[src/rtl/dssu_pkg.sv]
// Package with the types, codes and constants shared by the dual stack store unit.
package dssu_pkg;

  localparam int unsigned DataW = 32;
  localparam int unsigned CntW = 6;
  localparam int unsigned DefaultDepth = 32;
  localparam logic [CntW-1:0] StoreSizeReset = 6'd32;

  localparam logic OpPush = 1'b0;
  localparam logic OpPop = 1'b1;
  localparam logic SelLower = 1'b0;
  localparam logic SelUpper = 1'b1;

  typedef enum logic [1:0] {
    STATUS_OK        = 2'd0,
    STATUS_OVERFLOW  = 2'd1,
    STATUS_UNDERFLOW = 2'd2
  } status_e;

  typedef struct packed {
    logic             opcode;
    logic             stack_select;
    logic [DataW-1:0] push_value;
  } in_item_t;

  typedef struct packed {
    logic [DataW-1:0] pop_value;
    logic [1:0]       status;
  } out_item_t;

  typedef struct packed {
    logic exec;
    logic load;
  } dssu_cmd_t;

  typedef struct packed {
    logic pop_ok;
  } dssu_sts_t;

endpackage

[src/rtl/dssu_ram.sv]
// Generic single write port, single read port RAM with registered read data.
module dssu_ram #(
  parameter int unsigned Width = 32,
  parameter int unsigned Depth = 32
) (
  input  logic                     clk_i,
  input  logic                     we_i,
  input  logic [$clog2(Depth)-1:0] waddr_i,
  input  logic [Width-1:0]         wdata_i,
  input  logic                     re_i,
  input  logic [$clog2(Depth)-1:0] raddr_i,
  output logic [Width-1:0]         rdata_o
);

  logic [Width-1:0] mem_q [Depth];
  logic [Width-1:0] rdata_q;

  always_ff @(posedge clk_i) begin
    if (we_i) begin
      mem_q[waddr_i] <= wdata_i;
    end
    if (re_i) begin
      rdata_q <= mem_q[raddr_i];
    end
  end

  assign rdata_o = rdata_q;

endmodule

[src/rtl/dssu_datapath.sv]
// Datapath holding the size register, both stack counts, the shared store and the result.
module dssu_datapath #(
  parameter int unsigned StoreDepth = dssu_pkg::DefaultDepth
) (
  input  logic                         clk_i,
  input  logic                         rst_ni,
  input  logic                         cfg_we_i,
  input  logic [dssu_pkg::CntW-1:0]    cfg_wdata_i,
  input  dssu_pkg::in_item_t           in_data_i,
  input  dssu_pkg::dssu_cmd_t          cmd_i,
  output dssu_pkg::dssu_sts_t          sts_o,
  output dssu_pkg::out_item_t          out_data_o
);

  localparam int unsigned AddrW = $clog2(StoreDepth);
  localparam int unsigned CntW = dssu_pkg::CntW;

  logic [CntW-1:0] size_q;
  logic [CntW-1:0] lower_q, lower_d;
  logic [CntW-1:0] upper_q, upper_d;
  logic [CntW-1:0] used;
  logic [CntW:0]   fill;
  logic            full;
  logic            lower_empty;
  logic            upper_empty;
  logic            is_pop;
  logic            is_upper;
  logic            push_ok;
  logic            pop_ok;
  logic [CntW-1:0] slot;
  logic [1:0]      status;
  logic [dssu_pkg::DataW-1:0] rdata;
  dssu_pkg::out_item_t out_q;

  always_comb begin
    if (int'(size_q) > StoreDepth) begin
      used = CntW'(StoreDepth);
    end else begin
      used = size_q;
    end
  end

  assign fill        = {1'b0, lower_q} + {1'b0, upper_q};
  assign full        = fill >= {1'b0, used};
  assign lower_empty = lower_q == '0;
  assign upper_empty = (upper_q == '0) || (upper_q > used);
  assign is_pop      = in_data_i.opcode == dssu_pkg::OpPop;
  assign is_upper    = in_data_i.stack_select == dssu_pkg::SelUpper;
  assign push_ok     = !is_pop && !full;
  assign pop_ok      = is_pop && (is_upper ? !upper_empty : !lower_empty);

  always_comb begin
    lower_d = lower_q;
    upper_d = upper_q;
    slot    = lower_q;
    status  = dssu_pkg::STATUS_OK;
    unique case ({is_pop, is_upper})
      {dssu_pkg::OpPush, dssu_pkg::SelLower}: begin
        slot = lower_q;
        if (full) begin
          status = dssu_pkg::STATUS_OVERFLOW;
        end else begin
          lower_d = lower_q + 1'b1;
        end
      end
      {dssu_pkg::OpPush, dssu_pkg::SelUpper}: begin
        slot = used - upper_q - 1'b1;
        if (full) begin
          status = dssu_pkg::STATUS_OVERFLOW;
        end else begin
          upper_d = upper_q + 1'b1;
        end
      end
      {dssu_pkg::OpPop, dssu_pkg::SelLower}: begin
        slot = lower_q - 1'b1;
        if (lower_empty) begin
          status = dssu_pkg::STATUS_UNDERFLOW;
        end else begin
          lower_d = lower_q - 1'b1;
        end
      end
      default: begin
        slot = used - upper_q;
        if (upper_empty) begin
          status = dssu_pkg::STATUS_UNDERFLOW;
        end else begin
          upper_d = upper_q - 1'b1;
        end
      end
    endcase
  end

  always_ff @(posedge clk_i or negedge rst_ni) begin
    if (!rst_ni) begin
      size_q  <= dssu_pkg::StoreSizeReset;
      lower_q <= '0;
      upper_q <= '0;
    end else if (cfg_we_i) begin
      size_q  <= cfg_wdata_i;
      lower_q <= '0;
      upper_q <= '0;
    end else if (cmd_i.exec) begin
      lower_q <= lower_d;
      upper_q <= upper_d;
    end
  end

  always_ff @(posedge clk_i) begin
    if (cmd_i.exec) begin
      out_q.pop_value <= '0;
      out_q.status    <= status;
    end else if (cmd_i.load) begin
      out_q.pop_value <= rdata;
    end
  end

  dssu_ram #(
    .Width(dssu_pkg::DataW),
    .Depth(StoreDepth)
  ) u_store (
    .clk_i  (clk_i),
    .we_i   (cmd_i.exec && push_ok),
    .waddr_i(AddrW'(slot)),
    .wdata_i(in_data_i.push_value),
    .re_i   (cmd_i.exec && pop_ok),
    .raddr_i(AddrW'(slot)),
    .rdata_o(rdata)
  );

  assign sts_o.pop_ok = pop_ok;
  assign out_data_o   = out_q;

endmodule

[src/rtl/dssu_ctrl.sv]
// Controller state machine sequencing accept, store read and result handoff.
module dssu_ctrl (
  input  logic                clk_i,
  input  logic                rst_ni,
  input  logic                in_valid_i,
  output logic                in_ready_o,
  output logic                out_valid_o,
  input  logic                out_ready_i,
  input  dssu_pkg::dssu_sts_t sts_i,
  output dssu_pkg::dssu_cmd_t cmd_o
);

  typedef enum logic [1:0] {
    ST_IDLE,
    ST_READ,
    ST_OUT
  } state_e;

  state_e state_q;
  logic   in_ready_q;
  logic   out_valid_q;
  logic   accept;

  assign accept     = in_valid_i && in_ready_q;
  assign cmd_o.exec = accept;
  assign cmd_o.load = state_q == ST_READ;

  always_ff @(posedge clk_i or negedge rst_ni) begin
    if (!rst_ni) begin
      state_q     <= ST_IDLE;
      in_ready_q  <= 1'b1;
      out_valid_q <= 1'b0;
    end else begin
      unique case (state_q)
        ST_IDLE: begin
          if (accept) begin
            in_ready_q <= 1'b0;
            if (sts_i.pop_ok) begin
              state_q <= ST_READ;
            end else begin
              state_q     <= ST_OUT;
              out_valid_q <= 1'b1;
            end
          end
        end
        ST_READ: begin
          state_q     <= ST_OUT;
          out_valid_q <= 1'b1;
        end
        default: begin
          if (out_ready_i) begin
            state_q     <= ST_IDLE;
            out_valid_q <= 1'b0;
            in_ready_q  <= 1'b1;
          end
        end
      endcase
    end
  end

  assign in_ready_o  = in_ready_q;
  assign out_valid_o = out_valid_q;

endmodule

[src/rtl/dual_stack_shared_store_unit.sv]
// Top level of the dual stack shared store unit.
//
// Two stacks share one store: the lower stack grows upward from entry 0, the
// upper stack grows downward from the top of the register size, capped at the store depth.
// Each input item is a push or a pop on one stack; each item gives exactly one
// result item with the popped word and a status of ok, overflow or underflow.
// Both channels use valid and ready. A push or a refused operation offers its
// result in the cycle after acceptance, and a successful pop only after the read
// state, because the word comes out of the registered read port of the store.
// One item is worked on at a time, so the input is not ready again until the
// result has been taken. While the receiver stalls, the result holds.
// A write on the size port empties both stacks and must come while idle.
// Reset empties both stacks and sets the size to 32; no clearing pass runs,
// since a pop reads only entries pushed since the last emptying.
module dual_stack_shared_store_unit #(
  parameter int unsigned StoreDepth = dssu_pkg::DefaultDepth
) (
  input  logic                      clk_i,
  input  logic                      rst_ni,
  input  logic                      cfg_we_i,
  input  logic [dssu_pkg::CntW-1:0] cfg_wdata_i,
  input  logic                      in_valid_i,
  output logic                      in_ready_o,
  input  dssu_pkg::in_item_t        in_data_i,
  output logic                      out_valid_o,
  input  logic                      out_ready_i,
  output dssu_pkg::out_item_t       out_data_o
);

  dssu_pkg::dssu_cmd_t cmd;
  dssu_pkg::dssu_sts_t sts;

  dssu_ctrl u_ctrl (
    .clk_i      (clk_i),
    .rst_ni     (rst_ni),
    .in_valid_i (in_valid_i),
    .in_ready_o (in_ready_o),
    .out_valid_o(out_valid_o),
    .out_ready_i(out_ready_i),
    .sts_i      (sts),
    .cmd_o      (cmd)
  );

  dssu_datapath #(
    .StoreDepth(StoreDepth)
  ) u_datapath (
    .clk_i      (clk_i),
    .rst_ni     (rst_ni),
    .cfg_we_i   (cfg_we_i),
    .cfg_wdata_i(cfg_wdata_i),
    .in_data_i  (in_data_i),
    .cmd_i      (cmd),
    .sts_o      (sts),
    .out_data_o (out_data_o)
  );

  // The block never holds a new item while a result is being offered.
  a_no_overlap: assert property (@(posedge clk_i) disable iff (!rst_ni)
    !(in_ready_o && out_valid_o))
    else $error("input ready while a result is offered");

  // An accepted item closes the input until its result is taken.
  a_accept_closes: assert property (@(posedge clk_i) disable iff (!rst_ni)
    (in_valid_i && in_ready_o) |=> !in_ready_o)
    else $error("input still ready after an item was accepted");

  // A refused operation returns a zero word.
  a_refused_zero: assert property (@(posedge clk_i) disable iff (!rst_ni)
    (out_valid_o && (out_data_o.status != dssu_pkg::STATUS_OK)) |->
      (out_data_o.pop_value == '0))
    else $error("refused operation returned a nonzero word");

endmodule
[config.mk]
export PLATFORM = sky130hd
export DESIGN_NAME = dual_stack_shared_store_unit
export DESIGN_NICKNAME = d
export VERILOG_FILES = /design/src/rtl/dssu_pkg.sv /design/src/rtl/dssu_ram.sv /design/src/rtl/dssu_datapath.sv /design/src/rtl/dssu_ctrl.sv /design/src/rtl/dual_stack_shared_store_unit.sv
export SDC_FILE = /design/constraint.sdc
export NUM_CORES = 1
export LEC_CHECK = 0
export BUFFER_PORTS_ARGS = -buffer_cell sky130_fd_sc_hd__buf_2
export CAP_MARGIN = 20
export CORE_MARGIN = 10
export CORE_UTILIZATION = 53
export DETAILED_ROUTE_END_ITERATION = 8
export PLACE_DENSITY = 0.69
export RECOVER_POWER = 100
export REMOVE_ABC_BUFFERS = 1
export SLEW_MARGIN = 20
export SYNTH_ARGS = -nofsm -noshare
export SYNTH_HDL_FRONTEND = slang
export SYNTH_SLANG_ARGS = --single-unit
[constraint.sdc]
create_clock -name clk_i -period 6.85 [get_ports clk_i]
set_input_delay 2.055 -clock clk_i [delete_from_list [all_inputs] [get_ports clk_i]]
set_output_delay 2.055 -clock clk_i [all_outputs]
set_load 0.005 [all_outputs]
==> summary.txt, run 1 <==
Status
  • Outcome: complete, but fails checks
  • Failing checks: max-capacitance violations, max-slew violations

Clock tree
  • Clk sink count: between 1000 and 1500
  • Clock buffer count from CTS: 109
  • H-Tree Depth: 3
  • CTS clk-pin slew, worst paths: 60 ps
  • Clk_lat worst skew: around 700 ps
  • CTS tree: done
  • Postcts setup bufs: 0
  • Clk buf depth: 3
  • PostCTS Resize Cnt: 0
  • Hold Buf Count CTS: 0
  • CTS root buf: clkbuf_16

Finish
  • Area Overhead vs Synth: 11.90%
  • Util after Layout: 0.5960
  • Final nets: about 3300
  • Layout cells sized above 1: 0.09551
  • Layout Cells excl Fill: approximately 4400
  • Antenna diode count: 0
  • Fillers: ~6200

Route
  • Initial DRC Count: between 3000 and 4000
  • Drt pass-1 iters: 6
  • Drt wl/cell: roughly 26 um
  • Vias: between 20000 and 30000
  • Via density: 6.180
  • Post-DRT Antenna Nets: 0
  • DRC: 0
  • Routed WL: 114800 um

Logic synthesis
  • Commonest register cell after synthesis: edfxtp_1
  • Post-synth top area share: 0.7150
  • Syn Area/Cell: 13.92 sq um
  • Synth Register Bits: roughly 1100
  • Synth cell types: 56
  • Sequential area share after synthesis: 0.7419
  • Async set-reset flop share out of synthesis: 0.01978
  • Mapped Cells: 3192
  • Syn. warnings: 0
  • Yosys top cell by area: edfxtp_1
  • Cell Area, Synth: about 0.044 sq mm
  • Post-synth EDFFs: ~1100
  • Post-synth top cells: 1058 x edfxtp_1, 947 x nand2_1, 205 x nand3_1
  • Synth area leaders: edfxtp_1 72%, nand2_1 8.0%, mux4_2 3.2%
  • Count leader, synth: edfxtp_1

Power and ir drop
  • Pleak: between 15 and 20 nW
  • Internal Power: around 12 mW
  • Clock Power Share: 0.348
  • Switching Fraction: 0.2877
  • Seq pwr share: 0.449
  • Switching power: 4.952 mW
  • VDD IR max: between 0.2 and 0.25 mV
  • P per Cell Area: roughly 350 mW/mm^2
  • Gate power share: 0.204

GRT
  • Initial antenna violation count: 0
  • GR Util All Layers: 0.2390
  • Largest net degree at the start of global routing: roughly 150
  • Vias in the first global route: 27160
  • GRT overflow: 0
  • First-pass GRT wire length: ~170000 um

Hold path
  • Hold path startpoint: u_datapath.out_data_o[21]
  • Worst min-delay path class: reg2reg

Worst setup path
  • R2R Path Start: u_datapath.lower_q[1]
  • Crit-path max FO: 24
  • Crit. Startpoint: in_data_i[33]
  • R2R Setup Slk: 1020 ps
  • Data required time of the worst path: roughly 7100 ps
  • CP Class: in2reg
  • CP endpoint kind: register
  • Worst setup SP type: primary input
  • Crit path DAT: 6300 ps

Timing
  • Final setup vio count: 0
  • Achievable Freq: 165.6 MHz
  • Clk_skew: 18.10 ps
  • Tightest Pin Transition: approximately 3300 ps
  • Slew Limit Fails: about 420
  • Fin crit share: 0.8816
  • Minimum clock period: 6039 ps
  • RSZ-0062 raised after global routing: no
  • Final Hold Viols: 0
  • Final TNS setup: 0 ps
  • Max-Slew Margin vs Limit: -1.174

Die
  • DIE AREA: 0.09582 sq mm
  • Initial Utilization: 0.5326
  • Num rows: ~110
  • Core area: between 0.08 and 0.09 sq mm
  • Die H: between 300 and 400 um
  • Io pins: roughly 80
  • Die width: 309.5 um

Placement
  • GPL Wtd Cong: around 0.84
  • Port bufs: 80
  • Placed cell count: between 4000 and 5000
  • DP HPWL: between 60000 and 70000 um

Job
  • Max_cap viols: 23
registers in the layout, summed over array words and instances (netlist names):
| register | count |
|---|---|
| u_ctrl.in_ready_o | 1 |
| u_ctrl.out_valid_o | 1 |
| u_ctrl.state_q | 2 |
| u_datapath.lower_q | 6 |
| u_datapath.out_data_o | 34 |
| u_datapath.size_q | 6 |
| u_datapath.u_store.mem_q | 1024 |
| u_datapath.u_store.rdata_o | 32 |
| u_datapath.upper_q | 6 |
stage by stage:
stage | setup slack, ps | hold slack (ps) | instance area (sq um) | total power, mW
after floorplan | -16410 | 452.7 | 43650 | 10.86
after global placement | 1136 | 443.3 | 46490 | 11.29
after detailed placement | 942.3 | 443.0 | 46490 | 11.37
after CTS | 1674 | 453.0 | 50090 | 17.31
after global routing | 684.3 | 470.1 | 49720 | 17.87
final | 811.3 | 451.6 | 49720 | 17.21
cell families (layout without fill, tap and decap cells):
kind of cell	count (synthesis)	count (layout)	share of synthesized area
AO/OA/AOI/OAI	395	395	0.06116
XOR/XNOR	17	17	0.003830
adder cells (fa/ha/maj)	32	32	0.009518
buffers and inverters	224	393	0.01971
flip-flops	1112	1112	0.7419
multiplexers	79	79	0.03579
AND/OR/NAND/NOR	1333	1333	0.1281
layout by cell type, fill, tap and decap left out, drive strengths merged, types with 10 or more instances in the layout:
cell type	count
edfxtp	1058
nand2	947
clkbuf	252
nand3	205
a21oi	84
and3	68
a311oi	67
o22ai	64
mux4	63
buf	53
clkinv	46
o21ai	45
nor2	41
a22oi	34
o211ai	33
o22a	32
dfxtp	32
nand4b	31
ha	29
inv	28
dfrtp	20
xnor2	13
bufinv	12
nor4	10
final cells by class:
type	count	area, sq um	area share
clock inverter	64	685.7	0.01379
inverter	24	90.09	0.001812
clock buffer	142	2913	0.05858
tap	1080	1351	0.02718
sequential	1112	32960	0.6630
timing repair buffer	163	974.7	0.01960
multi-input combinational	1856	10740	0.2160
layer usage:
| layer | up-vias | wire, um | share of wire | track usage |
|---|---|---|---|---|
| li1 | 12060 | - | - | - |
| met1 | 13750 | 45150 | 0.39 | 0.3259 |
| met5 | - | 0 | 0 | 0 |
| met4 | 0 | 2956 | 0.026 | 0.07394 |
| met2 | 1421 | 54160 | 0.47 | 0.3757 |
| met3 | 217 | 12530 | 0.11 | 0.06203 |
power by group through the flow:
| stage | sequential, mW | clock, mW | combinational (mW) |
|---|---|---|---|
| finish | 7.72 | 5.98 | 3.51 |
| global route | 7.73 | 6.34 | 3.80 |
| CTS | 7.71 | 6.06 | 3.53 |
| detailed placement | 7.86 | 0 | 3.52 |
| global placement | 7.85 | 0 | 3.44 |
| floorplan | 7.84 | 0 | 3.02 |
critical path, cell delays in order:
cell and delay, ps:
clkbuf_1 670, inv_2 280, and4_1 270, xnor3_1 370, o21ai_4 260, buf_4 350, nor4_1 400, clkbuf_1 1610
path summary, 6_finish.rpt:
| kind | end | cells after the start |
|---|---|---|
| min in group asynchronous | u_datapath.size_q[0] | 1 |
| setup / recovery | u_datapath.u_store.mem_q[10][0] | 8 |
| setup reg to reg | u_datapath.u_store.mem_q[10][0] | 15 |
| max in group asynchronous | u_ctrl.out_valid_o | 1 |
| hold reg to reg | u_datapath.out_data_o[21] | 2 |
| hold / removal | u_datapath.out_data_o[21] | 2 |
(Power assumes the default switching activity.)
==> run 2: changes to the inputs <==
- PLACE_DENSITY: 0.69 -> 0.72
==> run 2 against run 1 <==
Compared with the run above: the run still ends with max-capacitance violations, max-slew violations left; total power grew 0.72%; critical path depth is the same; count of clock-buffer cells in the layout shrank 17; wire length is essentially flat; worst setup slack gained 140 ps; combinational power grew 3%; fmax grew 2.3%; register-to-register slack is essentially flat; hold slack gained 1.2 ps; critical endpoint is now u_datapath.u_store.mem_q[9][2].
==> summary.txt, run 2 (synthesis results as in run 1) <==
Status
  • Outcome: complete, but fails checks
  • Failing checks: max-capacitance violations, max-slew violations

Finish
  • Layout cells sized above 1: 0.1026
  • Reg area: approximately 0.033 sq mm
  • Number of flip-flops in the largest register: around 1000
  • Commonest non-fill, non-tap cell in the layout: edfxtp_1
  • Final nets: 3332
  • Area Overhead vs Synth: 12.06%
  • Most frequent cells in the layout: 1058 x edfxtp_1, 946 x nand2_1, 205 x nand3_1
  • Antenna diode count: 0
  • Area of the multi-input gates: around 0.011 sq mm
  • Largest Register: u_datapath.u_store.mem_q
  • Fillers: 6182

Die
  • DIE AREA: about 0.096 sq mm
  • Core area: 0.08342 sq mm
  • Io pins: 81
  • Die H: 309.5 um
  • Num rows: between 100 and 150
  • Die width: between 300 and 400 um
  • Initial Utilization: 0.5326

GRT
  • First-pass GRT wire length: around 170000 um
  • Initial antenna violation count: 2
  • Vias in the first global route: 26660
  • Largest net degree at the start of global routing: 157
  • GRT overflow: 0
  • GR Util All Layers: 0.2380

Timing
  • Final setup vio count: 0
  • Final Hold Slack: about 450 ps
  • Tightest Pin Transition: between 2000 and 3000 ps
  • Fin crit share: 0.8618
  • Slew Limit Fails: about 510
  • Minimum clock period: 5903 ps
  • Max-Slew Margin vs Limit: -0.9922
  • Clk_skew: 34.33 ps
  • Final TNS setup: 0 ps
  • Final Hold Viols: 0
  • RSZ-0062 raised after global routing: no
  • Achievable Freq: around 170 MHz

Placement
  • Port bufs: 80
  • DP HPWL: between 60000 and 70000 um
  • GPL Wtd Cong: about 0.84

Clock tree
  • Hold Buf Count CTS: 0
  • CTS tree: done
  • H-Tree Depth: 3
  • Clock buffer count from CTS: approximately 110
  • Postcts setup bufs: 0
  • Clk sink count: approximately 1100
  • Clk_lat worst skew: roughly 690 ps
  • Clk buf depth: 3
  • CTS root buf: clkbuf_16
  • CTS clk-pin slew, worst paths: approximately 60 ps
  • PostCTS Resize Cnt: 0

Power and ir drop
  • Switching Fraction: 0.2936
  • Clock Power Share: 0.346
  • VDD IR max: 0.2977 mV
  • Internal Power: around 12 mW
  • Switching power: 5.090 mW
  • Gate power share: 0.209
  • Seq pwr share: 0.445
  • Pleak: 16.99 nW
  • Total power: roughly 17 mW
  • P per Cell Area: 348.2 mW/mm^2

Hold path
  • Worst min-delay path class: reg2reg
  • Hold depth: 2

Worst setup path
  • CP endpoint kind: register
  • Crit path DAT: roughly 6200 ps
  • Cell Chain, Critical Path: clkbuf_1 -> inv_1 -> nand4_1 -> mux2i_1 -> o21ai_0 -> nor2_1 -> nor4_1 -> clkbuf_1
  • Crit-path slowest cell: clkbuf_1
  • Most used cell, CP: clkbuf_1
  • CP max stage delay: around 1500 ps
  • Worst setup SP type: primary input
  • Reg2reg path depth: 15
  • CP Class: in2reg
  • Crit-path max FO: 18
  • Data required time of the worst path: 7110 ps

Route
  • Metal-1 WL: between 40000 and 50000 um
  • Drt wl/cell: ~26 um
  • Via density: between 6 and 7
  • Wire length on met3: around 12000 um
  • Met2 WL: 53890 um
  • Vias: 27530
  • Drt pass-1 iters: 5
  • Highest layer used for signal routing: met4
  • Routed WL: ~110000 um
  • Initial DRC Count: about 3700
  • Post-DRT Antenna Nets: 0
  • DRC: 0

Job
  • Max_cap viols: 20
==> run 2: cell types whose count changed in the layout (fill, tap and decap cells not counted), sizes merged <==
cell / delta
inv: +1
clkbuf: -32
bufinv: +1
clkinv: +7
clkinvlp: +1
buf: +5
==> run 2: worst max-delay path, delay by kind of cell <==
family,cells,cell delay [ps]
simple gates,3,870
buf+inv,3,2600
mux,1,170
compound gates,1,430
==> run 2: final timing paths <==
check | endpoint | slack (ps) | from
max | u_datapath.u_store.mem_q[9][2] | 950 | in_data_i[33]
min | u_datapath.out_data_o[6] | 450 | u_datapath.out_data_o[6]
max reg2reg | u_datapath.u_store.mem_q[9][2] | 1030 | u_datapath.lower_q[1]
min reg2reg | u_datapath.out_data_o[6] | 450 | u_datapath.out_data_o[6]
max in group asynchronous | u_datapath.lower_q[2] | 4500 | rst_ni
min in group asynchronous | u_datapath.upper_q[3] | 1620 | rst_ni
==> run 2: routing by layer <==
metal / vias to the layer above / global-route usage
li1: 12030 / -
met1: 13740 / 0.3323
met2: 1528 / 0.3747
met3: 238 / 0.04424
met4: 0 / 0.08181
met5: - / 0
==> run 2: power groups by stage <==
stage | registers [mW] | logic [mW] | clock network [mW]
6_report | 7.72 | 3.62 | 5.99
5_1_grt | 7.73 | 3.90 | 6.31
4_1_cts | 7.71 | 3.64 | 6.04
3_5_place_dp | 7.86 | 3.60 | 0
3_3_place_gp | 7.85 | 3.56 | 0
2_1_floorplan | 7.84 | 3.02 | 0
==> run 2: layout make-up <==
type	instances	share of cell area
inverters	24	0.001809
clock buffers	125	0.05682
well taps	1080	0.02714
repair buffers	153	0.02031
multi-input cells	1856	0.2171
clock inverters	74	0.01478
flip-flops and latches	1112	0.6621
==> run 2: metrics by stage <==
stage,instance area (sq um),setup WS (ps),utilization,std cells
after floorplan,43650,-16410,-,2992
after global placement,46500,1236,0.5574,4225
after detailed placement,46500,1113,0.5574,4225
after CTS,50060,1818,0.6001,4424
after global routing,49790,724.6,0.5968,4424
final,49790,946.8,0.5968,4424
